**config.mk**
```make
export PLATFORM = sky130hd
export DESIGN_NAME = neighbor_table_with_aging_unit
export DESIGN_NICKNAME = d
export VERILOG_FILES = /design/src/hdl/ntwa_pkg.sv /design/src/hdl/neighbor_table_with_aging_unit.sv
export SDC_FILE = /design/constraint.sdc
export NUM_CORES = 2
export LEC_CHECK = 0
export ABC_CLOCK_PERIOD_IN_PS = 8500
export BUFFER_PORTS_ARGS = -buffer_cell sky130_fd_sc_hd__buf_2
export CAP_MARGIN = 20
export CORE_MARGIN = 4
export CORE_UTILIZATION = 40
export DETAILED_ROUTE_END_ITERATION = 12
export GPL_ROUTABILITY_DRIVEN = 0
export GPL_TIMING_DRIVEN = 0
export HOLD_SLACK_MARGIN = 0.15
export SYNTH_ARGS = -nofsm -noshare
export SYNTH_HDL_FRONTEND = slang
export SYNTH_SLANG_ARGS = --single-unit
```
**constraint.sdc**
```tcl
create_clock -name clk -period 8.5 [get_ports clk]
set_input_delay 1.275 -clock clk [delete_from_list [all_inputs] [get_ports clk]]
set_output_delay 1.275 -clock clk [all_outputs]
set_load 0.005 [all_outputs]
```
**src/hdl/ntwa_pkg.sv**
```systemverilog
// Package for the neighbor table with aging: table geometry, field widths,
// status and mode codes and the layout of one stored table entry.
// Used by neighbor_table_with_aging_unit; depends on nothing else.
package ntwa_pkg;

    // table geometry
    localparam int NUM_IFACES          = 4;
    localparam int NEIGHBORS_PER_IFACE = 8;
    localparam int TABLE_SIZE          = NUM_IFACES * NEIGHBORS_PER_IFACE;

    // derived widths
    localparam int ADDR_W  = (TABLE_SIZE > 1) ? $clog2(TABLE_SIZE) : 1;
    localparam int SLOT_W  = (NEIGHBORS_PER_IFACE > 1) ? $clog2(NEIGHBORS_PER_IFACE) : 1;
    localparam int OWNER_W = (NUM_IFACES > 1) ? $clog2(NUM_IFACES) : 1;
    localparam int CNT_W   = $clog2(NEIGHBORS_PER_IFACE + 1);
    localparam int STEP_W  = $clog2(TABLE_SIZE + 1);
    localparam int SUM_W   = $clog2(TABLE_SIZE + 1);

    // fixed field widths
    localparam int IFACE_W   = 2;
    localparam int WORD_W    = 32;
    localparam int AGE_W     = 10;
    localparam int CTR_W     = 12;
    localparam int INTV_W    = 8;
    localparam int CFG_IDX_W = 8;

    // limits
    localparam logic [AGE_W-1:0] AGE_MAX     = 10'd1023;
    localparam logic [CTR_W-1:0] COUNTER_MAX = 12'd4095;
    localparam int IFACE_CNT_SAT = 15;
    localparam int WIDE_CNT_SAT  = 63;

    // register indexes
    localparam logic [CFG_IDX_W-1:0] REG_HELLO_INTERVAL  = 8'd0;
    localparam logic [CFG_IDX_W-1:0] REG_UPDATE_INTERVAL = 8'd1;
    localparam logic [INTV_W-1:0] HELLO_INTERVAL_RESET  = 8'd5;
    localparam logic [INTV_W-1:0] UPDATE_INTERVAL_RESET = 8'd30;

    // item kinds
    localparam logic MODE_HELLO = 1'b0;
    localparam logic MODE_TICK  = 1'b1;

    // result status codes
    localparam logic [1:0] STATUS_REFRESHED = 2'd0;
    localparam logic [1:0] STATUS_ADDED     = 2'd1;
    localparam logic [1:0] STATUS_FULL      = 2'd2;
    localparam logic [1:0] STATUS_TICK_DONE = 2'd3;

    // one stored neighbor entry
    typedef struct packed {
        logic [WORD_W-1:0] id;
        logic [WORD_W-1:0] ip;
        logic [WORD_W-1:0] mask;
        logic [AGE_W-1:0]  age;
    } entry_t;

endpackage

```
**src/hdl/neighbor_table_with_aging_unit.sv**
```systemverilog
// Neighbor table with aging: hello lookup and insert, tick aging and expiry,
// periodic update scheduling; table kept in one synchronous entry memory.
// Depends on ntwa_pkg.
//
// The block takes one item at a time and answers each with exactly one result
// item. A hello sweeps the eight slots of its interface through the entry
// memory, one read a cycle from a registered read port, then writes the
// hit or the lowest free slot. A tick walks all TABLE_SIZE entries with a
// read-modify-write of the age, then sums the per-interface counts one
// interface a cycle. A finished result waits in an output register; the
// next item is taken while it waits, and the block stalls only when a
// second result is ready before the first is taken. Valid bits live in
// flip-flops cleared by reset, so no clearing pass is needed. Configuration
// is always ready and must be written only while the block is idle.
module neighbor_table_with_aging_unit
(
    input  logic         clk,
    input  logic         rst_n,
    // configuration write channel
    input  logic         cfg_valid,
    output logic         cfg_ready,
    input  logic [7:0]   cfg_index,
    input  logic [7:0]   cfg_data,
    // input items
    input  logic         s_tvalid,
    output logic         s_tready,
    // tdata, lowest bit up: iface_index[1:0], neighbor_id[33:2],
    // neighbor_ip[65:34], neighbor_mask[97:66], zero pad[103:98]
    input  logic [103:0] s_tdata,
    // tuser: mode[0]
    input  logic [0:0]   s_tuser,
    // result items
    output logic         m_tvalid,
    input  logic         m_tready,
    // tdata, lowest bit up: iface_neighbor_count[3:0], removed_count[9:4],
    // update_due[10], advert_count[16:11], zero pad[23:17]
    output logic [23:0]  m_tdata,
    // tuser: status[1:0]
    output logic [1:0]   m_tuser
);

    localparam logic [2:0] ST_IDLE   = 3'd0;
    localparam logic [2:0] ST_H_SCAN = 3'd1;
    localparam logic [2:0] ST_H_DONE = 3'd2;
    localparam logic [2:0] ST_T_SCAN = 3'd3;
    localparam logic [2:0] ST_T_SUM  = 3'd4;
    localparam logic [2:0] ST_T_DONE = 3'd5;

    localparam int NPI = ntwa_pkg::NEIGHBORS_PER_IFACE;

    // state
    logic [2:0] state_reg, state_next;

    // item held during processing
    logic                           mode_reg, mode_next;
    logic                           bad_reg, bad_next;
    logic [ntwa_pkg::WORD_W-1:0]    id_reg, id_next;
    logic [ntwa_pkg::WORD_W-1:0]    ip_reg, ip_next;
    logic [ntwa_pkg::WORD_W-1:0]    mask_reg, mask_next;
    logic [ntwa_pkg::OWNER_W-1:0]   hello_owner_reg, hello_owner_next;

    // sweep control
    logic [ntwa_pkg::ADDR_W-1:0]    issue_addr_reg, issue_addr_next;
    logic [ntwa_pkg::SLOT_W-1:0]    issue_slot_reg, issue_slot_next;
    logic [ntwa_pkg::OWNER_W-1:0]   issue_owner_reg, issue_owner_next;
    logic [ntwa_pkg::STEP_W-1:0]    step_reg, step_next;
    logic [ntwa_pkg::ADDR_W-1:0]    cmp_addr_reg, cmp_addr_next;
    logic [ntwa_pkg::OWNER_W-1:0]   cmp_owner_reg, cmp_owner_next;
    logic [ntwa_pkg::STEP_W-1:0]    step_last;

    // lookup results
    logic                           hit_found_reg, hit_found_next;
    logic [ntwa_pkg::ADDR_W-1:0]    hit_addr_reg, hit_addr_next;
    logic                           spare_found_reg, spare_found_next;
    logic [ntwa_pkg::ADDR_W-1:0]    spare_addr_reg, spare_addr_next;

    // tick accumulators
    logic [ntwa_pkg::SUM_W-1:0]     gone_reg, gone_next;
    logic [ntwa_pkg::SUM_W-1:0]     sum_reg, sum_next;
    logic [ntwa_pkg::OWNER_W-1:0]   sum_idx_reg, sum_idx_next;

    // table control state
    logic [ntwa_pkg::TABLE_SIZE-1:0] valid_reg, valid_next;
    logic [ntwa_pkg::CNT_W-1:0]     count_reg [ntwa_pkg::NUM_IFACES];
    logic [ntwa_pkg::CNT_W-1:0]     count_next [ntwa_pkg::NUM_IFACES];
    logic [ntwa_pkg::CTR_W-1:0]     counter_reg, counter_next;
    logic [ntwa_pkg::INTV_W-1:0]    hello_int_reg, hello_int_next;
    logic [ntwa_pkg::INTV_W-1:0]    upd_int_reg, upd_int_next;

    // output register
    logic                           m_tvalid_reg, m_tvalid_next;
    logic [1:0]                     out_status_reg, out_status_next;
    logic [3:0]                     out_count_reg, out_count_next;
    logic [5:0]                     out_removed_reg, out_removed_next;
    logic                           out_due_reg, out_due_next;
    logic [5:0]                     out_advert_reg, out_advert_next;

    // entry memory
    ntwa_pkg::entry_t               mem [ntwa_pkg::TABLE_SIZE];
    ntwa_pkg::entry_t               rd_data_reg;
    ntwa_pkg::entry_t               wr_data;
    logic                           rd_en, wr_en;
    logic [ntwa_pkg::ADDR_W-1:0]    rd_addr, wr_addr;

    // helpers
    logic                           out_free;
    logic [ntwa_pkg::OWNER_W-1:0]   cnt_idx;
    logic [ntwa_pkg::CNT_W-1:0]     cnt_sel;
    logic [ntwa_pkg::CTR_W:0]       push_sum;
    logic [ntwa_pkg::CTR_W-1:0]     push_val;
    logic [ntwa_pkg::CTR_W-1:0]     ctr_step;
    logic                           due_now;
    logic [ntwa_pkg::AGE_W-1:0]     limit;
    logic [ntwa_pkg::AGE_W-1:0]     age_new;
    logic [ntwa_pkg::CNT_W-1:0]     cnt_added;
    logic [ntwa_pkg::IFACE_W-1:0]   in_iface;

    assign cfg_ready = 1'b1;
    assign s_tready  = (state_reg == ST_IDLE);
    assign m_tvalid  = m_tvalid_reg;
    assign m_tuser   = out_status_reg;
    assign m_tdata   = {7'd0, out_advert_reg, out_due_reg, out_removed_reg, out_count_reg};

    assign in_iface  = s_tdata[ntwa_pkg::IFACE_W-1:0];
    assign out_free  = !m_tvalid_reg || m_tready;

    // expiry limit is three hello intervals
    assign limit = {2'b00, hello_int_reg} + {1'b0, hello_int_reg, 1'b0};

    // one shared read of the per-interface counts
    always_comb
    begin
        unique case (state_reg)
            ST_T_SCAN: cnt_idx = cmp_owner_reg;
            ST_T_SUM:  cnt_idx = sum_idx_reg;
            default:   cnt_idx = hello_owner_reg;
        endcase
    end
    assign cnt_sel   = count_reg[cnt_idx];
    assign cnt_added = cnt_sel + ntwa_pkg::CNT_W'(1);

    // saturating pushes of the update counter
    assign push_sum = {1'b0, counter_reg} + {{(ntwa_pkg::CTR_W + 1 - ntwa_pkg::INTV_W){1'b0}},
                                             upd_int_reg};
    assign push_val = push_sum[ntwa_pkg::CTR_W] ? ntwa_pkg::COUNTER_MAX
                                                : push_sum[ntwa_pkg::CTR_W-1:0];
    assign ctr_step = (counter_reg == ntwa_pkg::COUNTER_MAX) ? counter_reg
                                                             : counter_reg + 1'b1;
    assign due_now  = ctr_step > {{(ntwa_pkg::CTR_W - ntwa_pkg::INTV_W){1'b0}}, upd_int_reg};

    // saturating age step of the entry under compare
    assign age_new  = (rd_data_reg.age < ntwa_pkg::AGE_MAX) ? rd_data_reg.age + 1'b1
                                                            : rd_data_reg.age;

    assign step_last = (mode_reg == ntwa_pkg::MODE_TICK) ? ntwa_pkg::STEP_W'(ntwa_pkg::TABLE_SIZE)
                                                         : ntwa_pkg::STEP_W'(NPI);

    // sequencer and datapath next state
    always_comb
    begin
        state_next       = state_reg;
        mode_next        = mode_reg;
        bad_next         = bad_reg;
        id_next          = id_reg;
        ip_next          = ip_reg;
        mask_next        = mask_reg;
        hello_owner_next = hello_owner_reg;
        issue_addr_next  = issue_addr_reg;
        issue_slot_next  = issue_slot_reg;
        issue_owner_next = issue_owner_reg;
        step_next        = step_reg;
        cmp_addr_next    = cmp_addr_reg;
        cmp_owner_next   = cmp_owner_reg;
        hit_found_next   = hit_found_reg;
        hit_addr_next    = hit_addr_reg;
        spare_found_next = spare_found_reg;
        spare_addr_next  = spare_addr_reg;
        gone_next        = gone_reg;
        sum_next         = sum_reg;
        sum_idx_next     = sum_idx_reg;
        valid_next       = valid_reg;
        count_next       = count_reg;
        counter_next     = counter_reg;
        hello_int_next   = hello_int_reg;
        upd_int_next     = upd_int_reg;
        m_tvalid_next    = m_tvalid_reg;
        out_status_next  = out_status_reg;
        out_count_next   = out_count_reg;
        out_removed_next = out_removed_reg;
        out_due_next     = out_due_reg;
        out_advert_next  = out_advert_reg;
        rd_en            = 1'b0;
        rd_addr          = issue_addr_reg;
        wr_en            = 1'b0;
        wr_addr          = cmp_addr_reg;
        wr_data          = rd_data_reg;

        // result taken downstream
        if (m_tvalid_reg && m_tready)
        begin
            m_tvalid_next = 1'b0;
        end

        // configuration writes
        if (cfg_valid)
        begin
            unique case (cfg_index)
                ntwa_pkg::REG_HELLO_INTERVAL:  hello_int_next = cfg_data;
                ntwa_pkg::REG_UPDATE_INTERVAL: upd_int_next   = cfg_data;
                default:                       ;
            endcase
        end

        unique case (state_reg) inside
            ST_IDLE:
            begin
                if (s_tvalid)
                begin
                    mode_next        = s_tuser[0];
                    id_next          = s_tdata[33:2];
                    ip_next          = s_tdata[65:34];
                    mask_next        = s_tdata[97:66];
                    hello_owner_next = ntwa_pkg::OWNER_W'(in_iface);
                    bad_next         = (int'(in_iface) >= ntwa_pkg::NUM_IFACES);
                    step_next        = '0;
                    issue_slot_next  = '0;
                    hit_found_next   = 1'b0;
                    spare_found_next = 1'b0;
                    gone_next        = '0;
                    if (s_tuser[0] == ntwa_pkg::MODE_TICK)
                    begin
                        issue_addr_next  = '0;
                        issue_owner_next = '0;
                        state_next       = ST_T_SCAN;
                    end
                    else
                    begin
                        issue_addr_next  = ntwa_pkg::ADDR_W'(int'(in_iface) * NPI);
                        issue_owner_next = ntwa_pkg::OWNER_W'(in_iface);
                        if (int'(in_iface) >= ntwa_pkg::NUM_IFACES)
                        begin
                            state_next = ST_H_DONE;
                        end
                        else
                        begin
                            state_next = ST_H_SCAN;
                        end
                    end
                end
            end

            ST_H_SCAN, ST_T_SCAN:
            begin
                // issue the next read of the sweep
                if (step_reg < step_last)
                begin
                    rd_en           = 1'b1;
                    cmp_addr_next   = issue_addr_reg;
                    cmp_owner_next  = issue_owner_reg;
                    issue_addr_next = issue_addr_reg + 1'b1;
                    if (issue_slot_reg == ntwa_pkg::SLOT_W'(NPI - 1))
                    begin
                        issue_slot_next  = '0;
                        issue_owner_next = issue_owner_reg + 1'b1;
                    end
                    else
                    begin
                        issue_slot_next = issue_slot_reg + 1'b1;
                    end
                end
                step_next = step_reg + 1'b1;

                // evaluate the entry read in the previous cycle
                if (step_reg != '0)
                begin
                    if (state_reg == ST_H_SCAN)
                    begin
                        if (valid_reg[cmp_addr_reg])
                        begin
                            if (!hit_found_reg && rd_data_reg.id == id_reg)
                            begin
                                hit_found_next = 1'b1;
                                hit_addr_next  = cmp_addr_reg;
                            end
                        end
                        else if (!spare_found_reg)
                        begin
                            spare_found_next = 1'b1;
                            spare_addr_next  = cmp_addr_reg;
                        end
                    end
                    else if (valid_reg[cmp_addr_reg])
                    begin
                        if (age_new >= limit)
                        begin
                            valid_next[cmp_addr_reg] = 1'b0;
                            if (cnt_sel != '0)
                            begin
                                count_next[cmp_owner_reg] = cnt_sel - 1'b1;
                            end
                            counter_next = push_val;
                            gone_next    = gone_reg + 1'b1;
                        end
                        else
                        begin
                            wr_en       = 1'b1;
                            wr_data.age = age_new;
                        end
                    end
                end

                // sweep finished with the last compare
                if (step_reg == step_last)
                begin
                    if (state_reg == ST_H_SCAN)
                    begin
                        state_next = ST_H_DONE;
                    end
                    else
                    begin
                        sum_next     = '0;
                        sum_idx_next = '0;
                        state_next   = ST_T_SUM;
                    end
                end
            end

            ST_H_DONE:
            begin
                if (out_free)
                begin
                    wr_data.id   = id_reg;
                    wr_data.ip   = ip_reg;
                    wr_data.mask = mask_reg;
                    wr_data.age  = '0;
                    out_removed_next = '0;
                    out_due_next     = 1'b0;
                    out_advert_next  = '0;
                    out_count_next   = (int'(cnt_sel) > ntwa_pkg::IFACE_CNT_SAT)
                                       ? 4'(ntwa_pkg::IFACE_CNT_SAT) : 4'(cnt_sel);
                    if (bad_reg)
                    begin
                        out_status_next = ntwa_pkg::STATUS_FULL;
                        out_count_next  = '0;
                    end
                    else if (hit_found_reg)
                    begin
                        wr_en           = 1'b1;
                        wr_addr         = hit_addr_reg;
                        out_status_next = ntwa_pkg::STATUS_REFRESHED;
                    end
                    else if (spare_found_reg)
                    begin
                        wr_en                       = 1'b1;
                        wr_addr                     = spare_addr_reg;
                        valid_next[spare_addr_reg]  = 1'b1;
                        count_next[hello_owner_reg] = cnt_added;
                        counter_next                = push_val;
                        out_status_next             = ntwa_pkg::STATUS_ADDED;
                        out_count_next = (int'(cnt_added) > ntwa_pkg::IFACE_CNT_SAT)
                                         ? 4'(ntwa_pkg::IFACE_CNT_SAT) : 4'(cnt_added);
                    end
                    else
                    begin
                        out_status_next = ntwa_pkg::STATUS_FULL;
                    end
                    m_tvalid_next = 1'b1;
                    state_next    = ST_IDLE;
                end
            end

            ST_T_SUM:
            begin
                // sum of max(count, 1) over interfaces
                sum_next     = sum_reg + ((cnt_sel == '0) ? ntwa_pkg::SUM_W'(1)
                                                          : ntwa_pkg::SUM_W'(cnt_sel));
                sum_idx_next = sum_idx_reg + 1'b1;
                if (sum_idx_reg == ntwa_pkg::OWNER_W'(ntwa_pkg::NUM_IFACES - 1))
                begin
                    state_next = ST_T_DONE;
                end
            end

            ST_T_DONE:
            begin
                if (out_free)
                begin
                    out_status_next  = ntwa_pkg::STATUS_TICK_DONE;
                    out_count_next   = '0;
                    out_removed_next = (int'(gone_reg) > ntwa_pkg::WIDE_CNT_SAT)
                                       ? 6'(ntwa_pkg::WIDE_CNT_SAT) : 6'(gone_reg);
                    out_due_next     = due_now;
                    if (due_now)
                    begin
                        counter_next    = '0;
                        out_advert_next = (int'(sum_reg) > ntwa_pkg::WIDE_CNT_SAT)
                                          ? 6'(ntwa_pkg::WIDE_CNT_SAT) : 6'(sum_reg);
                    end
                    else
                    begin
                        counter_next    = ctr_step;
                        out_advert_next = '0;
                    end
                    m_tvalid_next = 1'b1;
                    state_next    = ST_IDLE;
                end
            end

            default:
            begin
                state_next = ST_IDLE;
            end
        endcase
    end

    // entry memory, one write and one registered read a cycle
    always_ff @(posedge clk)
    begin
        if (wr_en)
        begin
            mem[wr_addr] <= wr_data;
        end
        if (rd_en)
        begin
            rd_data_reg <= mem[rd_addr];
        end
    end

    // control and payload registers
    always_ff @(posedge clk or negedge rst_n)
    begin
        if (!rst_n)
        begin
            state_reg       <= ST_IDLE;
            valid_reg       <= '0;
            for (int i = 0; i < ntwa_pkg::NUM_IFACES; i++)
            begin
                count_reg[i] <= '0;
            end
            counter_reg     <= '0;
            hello_int_reg   <= ntwa_pkg::HELLO_INTERVAL_RESET;
            upd_int_reg     <= ntwa_pkg::UPDATE_INTERVAL_RESET;
            m_tvalid_reg    <= 1'b0;
            mode_reg        <= ntwa_pkg::MODE_HELLO;
            bad_reg         <= 1'b0;
            step_reg        <= '0;
            hit_found_reg   <= 1'b0;
            spare_found_reg <= 1'b0;
        end
        else
        begin
            state_reg       <= state_next;
            valid_reg       <= valid_next;
            count_reg       <= count_next;
            counter_reg     <= counter_next;
            hello_int_reg   <= hello_int_next;
            upd_int_reg     <= upd_int_next;
            m_tvalid_reg    <= m_tvalid_next;
            mode_reg        <= mode_next;
            bad_reg         <= bad_next;
            step_reg        <= step_next;
            hit_found_reg   <= hit_found_next;
            spare_found_reg <= spare_found_next;
        end
    end

    // payload registers
    always_ff @(posedge clk)
    begin
        id_reg          <= id_next;
        ip_reg          <= ip_next;
        mask_reg        <= mask_next;
        hello_owner_reg <= hello_owner_next;
        issue_addr_reg  <= issue_addr_next;
        issue_slot_reg  <= issue_slot_next;
        issue_owner_reg <= issue_owner_next;
        cmp_addr_reg    <= cmp_addr_next;
        cmp_owner_reg   <= cmp_owner_next;
        hit_addr_reg    <= hit_addr_next;
        spare_addr_reg  <= spare_addr_next;
        gone_reg        <= gone_next;
        sum_reg         <= sum_next;
        sum_idx_reg     <= sum_idx_next;
        out_status_reg  <= out_status_next;
        out_count_reg   <= out_count_next;
        out_removed_reg <= out_removed_next;
        out_due_reg     <= out_due_next;
        out_advert_reg  <= out_advert_next;
    end

    // per-interface count matches the valid slots of that interface
    for (genvar g = 0; g < ntwa_pkg::NUM_IFACES; g++)
    begin : g_count_check
        a_count_matches_valid: assert property (@(posedge clk) disable iff (!rst_n)
            $countones(valid_reg[g*NPI +: NPI]) == int'(count_reg[g]))
            else $error("neighbor count out of step with valid slots");
    end

    // no table write while no item is being worked on
    a_no_write_idle: assert property (@(posedge clk) disable iff (!rst_n)
        (state_reg == ST_IDLE) |-> !wr_en)
        else $error("entry memory written while idle");

    // an update-due tick leaves the update counter cleared
    a_due_clears_counter: assert property (@(posedge clk) disable iff (!rst_n)
        (state_reg == ST_T_DONE && out_free && due_now) |=> (counter_reg == '0))
        else $error("update counter not cleared after update due");

endmodule

```
==> flow_metrics.tcl <==
set metrics [dict create \
    cp_num_buf_inv 4 \
    clock_sinks 1569 \
    end_kind "flip-flop" \
    startpoint_type "flip-flop" \
    slowest_delay_ps 600 \
    dp_cells 5285 \
    cts_setup_buffers 0 \
    setup_slack_ps 2080 \
    cts.clk_slew.worst_paths_ps 60 \
    period_needed_ps 6420 \
    route.vias.total 32200 \
    yosys_most_used_dff "edfxtp_1" \
    drt-total-wl_um 164000 \
    arrival_ps 6880 \
    path_cells "ha_1, and3_1, clkbuf_1, nand2_1, or2_2, clkbuf_1, nand3_1, xnor2_1, ha_1, a211oi_1, o21ai_0, a221oi_1, nand3_1, a21boi_0, nand2_1, nor2_4, buf_12, buf_12" \
    place_area_um2 68300 \
    crit_fanout 19 \
    synth_cells 3037 \
    core-area_um2 156000 \
    clk_path_buf_depth 3 \
    drc 0 \
    skew_ps 57.7 \
    grt-ovfl-total 0 \
    drv_cap 0 \
    setup_violations 0 \
    run_status "complete, no violations" \
    final_cell_mix "edfxtp_1 (1480), mux4_2 (426), clkbuf_16 (161)" \
    crit_type "flip-flop to flip-flop" \
    ioPinCount 155 \
    slew_violations 0 \
    grt_max_degree 63 \
    via_per_inst 5.77 \
    hpwl_um 108000 \
    drive_gt1_share_pct 29.4 \
    seq_area_frac_synth_pct 74.0 \
    largest_register_ffs 1344 \
    hold_class "input port to async pin" \
    grt_pass1_vias 32400 \
    utilization_pct 47.2 \
    final_common_cell "edfxtp_1" \
    synth_top_area_share_pct 70.5 \
    start_util_pct 40.3 \
    rsz0062_at_grt "false" \
    min_period_over_period_pct 75.5 \
    crit_family "simple AND/OR/NAND/NOR gates" \
    ys.warnings.count 0 \
    cts_root_buf "clkbuf_16" \
    n_fill_cell 12900 \
    dr.first_iter.drc_count 3508 \
    die_area_um2 164000 \
    max_slew_margin_pct 17.2 \
    finalNetCount 3586 \
    leakagePower_nw 23.7 \
    rows 145 \
    instances_no_fill 5590 \
    clk_latency_ps 800 \
    cellPowerDensity_nw_per_um2 359 \
    ys_ff_latch 1569 \
    critPathSlowestCell "a221oi_1" \
    ys_types 69 \
    synth_area_per_cell_um2 20.8 \
    fmax_ghz 0.156 \
    final_area_um2 73800 \
    grt.total_usage_pct 20.0 \
    power.total_mw 26.5 \
    synth_edf_count 1480 \
    ir_drop_mv 0.237 \
    area_delta_synth_final_pct 17.0 \
    finalHoldViolCount 0 \
    cts_hold_buffers 0 \
    io_buffers 76 \
    wl_per_cell_um 29.3 \
    drt-pass1-iter-count 5 \
    cts_tree "built" \
    worst_pin_slew_ps 1230 \
    critical_path_required_ps 8960 \
    syn-cell-area_um2 63100 \
    dieHeight_um 405 \
    drtAntennaViolNets 0 \
    hold_slack_ps 440 \
    async_flop_share_pct 5.67 \
    post_cts_resized 0 \
    dieWidth_um 405 \
    preCtsSetupSlack_ps 2230 \
    netlist_top_cells_area "edfxtp_1 (70%), mux4_2 (15%), dfrtp_1 (3.3%)" \
    final.setup.tns_ps 0 \
    cts_buffers 158 \
    synth_top_cell_by_area "edfxtp_1" \
    antenna_found_initial 2 \
    grt_pass1_wl_um 235000 \
    cts_max_level 4 \
]
-- area by class of cell --
cell class                      instances  area, um^2  share of cell area [%]
Multi-Input combinational cell       1288       15900                    21.6
Clock buffer                          205        4230                    5.74
Timing Repair Buffer                  203        2720                    3.68
Antenna cell                            1        2.50                 0.00339
Buffer                                150         622                   0.843
Sequential cell                      1569       46700                    63.2
Tap cell                             2058        2570                    3.49
Inverter                               36         136                   0.185
Clock inverter                         80         911                    1.23
-- routing by layer --
metal  vias to the layer above  share of wire (%)  track usage, %
li1                      13300                  -               -
met1                     17400                 42            28.6
met2                      1355                 48            32.5
met3                       197                7.7            3.58
met4                         0                1.7            4.39
met5                         -                  0               0
-- worst reg2reg max path, cell delays in order (launching register included) --
cell	delay, ps
edfxtp_1	480
ha_1	290
and3_1	190
clkbuf_1	150
nand2_1	150
or2_2	140
clkbuf_1	350
nand3_1	150
xnor2_1	400
ha_1	330
a211oi_1	190
o21ai_0	170
a221oi_1	600
nand3_1	360
a21boi_0	460
nand2_1	580
nor2_4	590
buf_12	270
buf_12	230
-- path summary, 6_finish.rpt --
| check | from | end | slack [ps] | depth (start not counted) |
|---|---|---|---|---|
| max reg2reg | rd_data_reg[0] | mem[2][83] | 2080 | 18 |
| min reg2reg | cmp_addr_reg[1] | hit_addr_reg[1] | 450 | 0 |
| min | rst_n | valid_reg[1] | 440 | 1 |
| min in group clk | cmp_addr_reg[1] | hit_addr_reg[1] | 450 | 0 |
| max in group asynchronous | rst_n | upd_int_reg[1] | 7370 | 2 |
| max | rd_data_reg[0] | mem[2][83] | 2080 | 18 |
-- cell families (layout without fill, tap and decap cells) --
| kind of cell | count (synthesis) | count (layout) | share of synthesized area, % |
|---|---|---|---|
| buffers and inverters | 186 | 674 | 1.20 |
| muxes | 541 | 541 | 17.2 |
| DFF | 1569 | 1569 | 74.0 |
| and+or+nand+nor | 344 | 344 | 2.64 |
| AOI/OAI and AO/OA | 266 | 266 | 2.75 |
| xor gates and xnor gates | 75 | 75 | 1.04 |
| other | 2 | 9 | 0.0119 |
| adders and majority gates | 54 | 54 | 1.11 |
-- cells in the mapped netlist, types with 37 or more instances --
| library cell | count |
|---|---|
| edfxtp_1 | 1480 |
| mux4_2 | 426 |
| o21ai_0 | 118 |
| nor2_1 | 105 |
| mux2_2 | 97 |
| clkbuf_1 | 91 |
| dfrtp_1 | 83 |
| nand2_1 | 78 |
| ha_1 | 51 |
| nand3_1 | 40 |
| xor2_1 | 38 |
| a21oi_1 | 37 |
| xnor2_1 | 37 |
-- report_power, final --
part	switching [mW]	internal, mW
Clock	3.00	3.89
Sequential	0.327	10.5
Combinational	5.22	3.58
Total	8.55	17.9
(Power assumes the default switching activity.)
